===== src/vertical_box_filter_9tap_assert.svh =====
// Assertion macros for the filter RTL.
`ifndef VERTICAL_BOX_FILTER_9TAP_ASSERT_SVH
`define VERTICAL_BOX_FILTER_9TAP_ASSERT_SVH
`ifndef SYNTHESIS
// Check a property on every clock edge outside reset.
`define VBF_ASSERT(lbl, prop, msg) \
  lbl: assert property (@(posedge clk_i) disable iff (!rst_ni) (prop)) else $error(msg);
// Check that a condition on one edge implies a property on the next edge.
`define VBF_ASSERT_NEXT(lbl, cond, prop, msg) \
  lbl: assert property (@(posedge clk_i) disable iff (!rst_ni) (cond) |=> (prop)) \
    else $error(msg);
`else
`define VBF_ASSERT(lbl, prop, msg)
`define VBF_ASSERT_NEXT(lbl, cond, prop, msg)
`endif
`endif


===== src/vbf_pkg.sv =====
package vbf_pkg;

  localparam int PIX_W     = 16;
  localparam int CFG_W     = 11;
  localparam int CFG_IDX_W = 1;

  // Register indexes of the configuration port
  localparam logic [CFG_IDX_W-1:0] REG_LINE_WIDTH  = 1'b0;
  localparam logic [CFG_IDX_W-1:0] REG_OUTPUT_ROWS = 1'b1;

  localparam logic [CFG_W-1:0] CFG_RESET = 11'd1024;

  typedef logic signed [PIX_W-1:0] pix_t;

  // Control that travels with each beat down the cell chain
  typedef struct packed {
    logic valid;
    logic produce;
    logic eol;
    logic eof;
  } beat_ctrl_t;

endpackage


===== src/vbf_scale.sv =====
module vbf_scale #(
  parameter int SUM_W = 20,
  parameter int MEAN  = 7282
) (
  input  logic                    clk_i,
  input  logic                    rst_ni,
  input  logic                    en_i,
  input  vbf_pkg::beat_ctrl_t     ctrl_i,
  input  logic signed [SUM_W-1:0] sum_i,
  output logic                    valid_o,
  output vbf_pkg::pix_t           pixel_o,
  output logic                    eol_o,
  output logic                    eof_o
);

  import vbf_pkg::*;

  localparam int PROD_W = SUM_W + 17;
  localparam logic signed [PROD_W-1:0] MEAN_EXT = PROD_W'(MEAN);
  localparam logic signed [PROD_W-1:0] HALF_LSB = PROD_W'(32768);
  localparam logic signed [PROD_W-1:0] MAX_V    = PROD_W'(32767);
  localparam logic signed [PROD_W-1:0] MIN_V    = PROD_W'(-32768);

  logic                     a_vld_q, b_vld_q, out_vld_q;
  logic                     a_eol_q, b_eol_q, out_eol_q;
  logic                     a_eof_q, b_eof_q, out_eof_q;
  logic signed [SUM_W-1:0]  a_sum_q;
  logic signed [PROD_W-1:0] b_prod_q;
  logic signed [PROD_W-1:0] sum_ext;
  logic signed [PROD_W-1:0] rnd;
  logic signed [PROD_W-1:0] quo;
  pix_t                     pix_d, pix_q;

  assign sum_ext = PROD_W'(a_sum_q);

  // Round to nearest, ties up, then clamp to the sample range
  always_comb begin
    rnd = b_prod_q + HALF_LSB;
    quo = rnd >>> 16;
    if (quo > MAX_V) begin
      pix_d = PIX_W'(MAX_V);
    end else if (quo < MIN_V) begin
      pix_d = PIX_W'(MIN_V);
    end else begin
      pix_d = PIX_W'(quo);
    end
  end

  // Hold valid flags of the three stages
  always_ff @(posedge clk_i or negedge rst_ni) begin
    if (!rst_ni) begin
      a_vld_q   <= 1'b0;
      b_vld_q   <= 1'b0;
      out_vld_q <= 1'b0;
    end else if (en_i) begin
      a_vld_q   <= ctrl_i.valid && ctrl_i.produce;
      b_vld_q   <= a_vld_q;
      out_vld_q <= b_vld_q;
    end
  end

  // Capture sum, scale by one ninth, then register the result beat
  always_ff @(posedge clk_i) begin
    if (en_i) begin
      a_sum_q   <= sum_i;
      a_eol_q   <= ctrl_i.eol;
      a_eof_q   <= ctrl_i.eof;
      b_prod_q  <= sum_ext * MEAN_EXT;
      b_eol_q   <= a_eol_q;
      b_eof_q   <= a_eof_q;
      pix_q     <= pix_d;
      out_eol_q <= b_eol_q;
      out_eof_q <= b_eof_q;
    end
  end

  assign valid_o = out_vld_q;
  assign pixel_o = pix_q;
  assign eol_o   = out_eol_q;
  assign eof_o   = out_eof_q;

endmodule


===== config.mk =====
export PLATFORM = sky130hd
export DESIGN_NAME = vbf_scale
export DESIGN_NICKNAME = d
export VERILOG_FILES = /design/src/vertical_box_filter_9tap_assert.svh /design/src/vbf_pkg.sv /design/src/vbf_scale.sv
export SDC_FILE = /design/constraint.sdc
export NUM_CORES = 1
export LEC_CHECK = 0
export CORE_MARGIN = 4
export CORE_UTILIZATION = 55
export CTS_CLUSTER_DIAMETER = 100
export DETAILED_ROUTE_END_ITERATION = 12
export DONT_BUFFER_PORTS = 1
export PLACE_DENSITY_LB_ADDON = 0.2
export SLEW_MARGIN = 20
export SYNTH_ARGS = -nofsm -noshare
export SYNTH_HDL_FRONTEND = slang
export SYNTH_SLANG_ARGS = --single-unit

===== constraint.sdc =====
create_clock -name clk_i -period 6.65 [get_ports clk_i]
set_clock_uncertainty 0.05 [all_clocks]
set_input_delay 1.33 -clock clk_i [delete_from_list [all_inputs] [get_ports clk_i]]
set_output_delay 1.33 -clock clk_i [all_outputs]
set_load 0.005 [all_outputs]

==> metrics.txt <==
status completed; Longest Clk Path Bufs 2; cts bufs inserted 9; Residual DRC 0; core region area approximately 13000 sq um; RePlAce Congestion 0.897; Fillers about 1200; H-tree levels 3; # setup viols final 0; post-route ant nets 0; Synth Cell Area about 7400 sq um; die span in y between 100 and 150 microns; fmax 0.186 GHz; # hold bufs at CTS 0; Slew Limit Headroom between 40% and 50%; setup TNS 0 ps; number of synthesized register bits 64; drt initial violations around 290; drt total wl ~15000 microns; Max Slew Vio Count 0; YS warnings 0; Slew @ Worst Pin 854 ps; commonest non-fill, non-tap cell in the layout inv_1; vias in the first global route about 5100; Final Non-Filler Cells around 900; Worst-path clk slew about 60 ps; chip width around 120 microns; DR pass1 iterations 5; Worst Setup End Kind flop; Vias between 4000 and 5000; maxcap violations 0; GRT overflow 0; Inst Count DP around 870; Post-synth ARST share under 10%; commonest non-fill, non-tap cells in the layout inv_1 (175), ha_1 (107), fa_1 (82), edfxtp_1 (61), xnor2_1 (25); post-CTS setup buffer count 0; worst endpoint required time between 6000 and 7000 ps; WS Path Type flop to flop; hold_ws 371 ps; clk root buf clkbuf_16; Slowest-stage cell, CP edfxtp_1; crit path cell chain ha_1 > inv_1 > ha_1 > inv_1 > fa_1 > fa_1 > fa_1 > inv_1 > ha_1 > nand4_1 > nor2_1 > o21ai_0 > a21oi_1 > nor2_1 > o311ai_0; Final Critical Period ~5400 ps; number of synthesized flops with an enable pin a little over 60; CTS tree yes; Main synth FF type edfxtp_1; via/cell ratio 5.52; worst hold path type flop to flop; number of diodes 0; post-synth cell types 59; Hold Vio Cnt, Final 0; Starting Density a little under three fifths; Mapped Cells slightly above 700; post_cts resized 0; syn_area_per_cell 10.4 sq um; Rows 42; family with the most delay on the worst path adder cells; pin count of the biggest net entering global routing 66; Largest stage delay, worst path 740 ps; CP bufs+invs 3; post-DP HPWL around 12000 microns; clk_lat worst skew ~350 ps; crit path max fanout 24; Die ar. ~15000 sq um; Syn Nets about 930; gr usage total about a fifth; PortBufs 0; clk sinks 64; Final period util roughly 81%; sequential area share after synthesis about a quarter; routed len/inst 16.8 microns; data arrival time of the worst path 5460 ps; Nets roughly 930; Critical Path Start Type flop; first-pass GRT wire length roughly 25000 microns; share of layout cells above drive strength 1 between 5 and 6%; initial antenna violation count 0; RSZ-0062 raised after global routing no; IO Pins 46; Layout area overhead 5.76%
## cells by family after synthesis
| family | count (synthesis) | share of synthesized area, % |
|---|---|---|
| AOI/OAI and AO/OA | 117 | 11.1 |
| DFF | 64 | 25.6 |
| and+or+nand+nor | 99 | 6.89 |
| xor gates and xnor gates | 49 | 5.76 |
| muxes | 4 | 0.571 |
| buffers and inverters | 190 | 9.88 |
| adders and majority gates | 190 | 40.2 |
## worst reg2reg max path, stage by stage, from the launching register on
cell and delay (ps):
edfxtp_1 740, ha_1 450, inv_1 70, ha_1 390
inv_1 120, fa_1 520, fa_1 520, fa_1 540
inv_1 40, ha_1 410, nand4_1 160, nor2_1 220
o21ai_0 170, a21oi_1 300, nor2_1 120, o311ai_0 320
## cell usage after synthesis, types with 2 or more instances
cell type | count | area (sq um)
a211oi_1 | 8 | 60.1
a21o_1 | 7 | 52.6
a21oi_1 | 24 | 120
a31oi_1 | 7 | 43.8
a41oi_1 | 2 | 17.5
and2_1 | 3 | 18.8
and3_1 | 6 | 37.5
buf_6 | 3 | 33.8
clkbuf_1 | 11 | 41.3
dfrtp_1 | 3 | 75.1
edfxtp_1 | 61 | 1830
fa_1 | 82 | 1640
ha_1 | 107 | 1340
inv_1 | 175 | 657
mux2_2 | 2 | 22.5
mux2i_1 | 2 | 20.0
nand2_1 | 24 | 90.1
nand2b_1 | 2 | 12.5
nand3_1 | 14 | 70.1
nand4_1 | 7 | 43.8
nor2_1 | 23 | 86.3
nor3_1 | 4 | 20.0
nor3b_1 | 2 | 15.0
o211a_1 | 2 | 20.0
o211ai_1 | 6 | 45.0
o21a_1 | 2 | 15.0
o21ai_0 | 24 | 120
o21ai_2 | 10 | 87.6
o21bai_1 | 3 | 22.5
o311a_1 | 2 | 20.0
o31a_1 | 3 | 26.3
o31ai_1 | 5 | 37.5
or3_1 | 4 | 25.0
xnor2_1 | 25 | 219
xor2_1 | 24 | 210
## path summary, 6_finish.rpt
kind | startpoint | endpoint | slack [ps] | cells after the start
worst max-delay path | a_sum_q[19] | b_prod_q[32] | 1280 | 15
worst min-delay path | b_eof_q | eof_o | 370 | 0
worst max register to register | a_sum_q[19] | b_prod_q[32] | 1280 | 15
worst min register to register | b_eof_q | eof_o | 370 | 0
max in group asynchronous | rst_ni | a_vld_q | 5870 | 0
min in group asynchronous | rst_ni | b_vld_q | 620 | 0
## state kept, by name, indices dropped and copies added, names as in the netlist
register / count
a_eof_q: 1
a_eol_q: 1
a_sum_q: 20
a_vld_q: 1
b_eof_q: 1
b_eol_q: 1
b_prod_q: 19
b_vld_q: 1
eof_o: 1
eol_o: 1
pixel_o: 16
valid_o: 1
## per-layer routing
metal | global-route usage [%] | up-vias | wire [microns]
met1 | 28.3 | 2398 | 6960
met4 | 5.03 | 0 | 180
met2 | 32.5 | 131 | 6910
li1 | - | 2356 | -
met5 | 0 | - | 0
met3 | 5.96 | 19 | 880
## final cells by class
cell class | instances | area (sq um) | share of cell area (%)
multi-input cells | 459 | 4800 | 61.0
flip-flops and latches | 64 | 1910 | 24.2
inverters | 175 | 657 | 8.34
clock buffers | 10 | 229 | 2.91
well taps | 176 | 220 | 2.80
clock inverters | 5 | 58.8 | 0.747
## through the flow
step | setup WS [ps] | area, sq um | utilization, %
3_3_place_gp | 1450 | 7590 | 57.3
2_1_floorplan | 1750 | 7440 | -
3_5_place_dp | 1340 | 7590 | 57.3
5_1_grt | 893 | 7870 | 59.5
4_1_cts | 1300 | 7870 | 59.5
6_report | 1280 | 7870 | 59.5
Power is left out: the tool's default activity adds up to more than one toggle a clock period on the data nets, which glitch-free logic cannot reach.
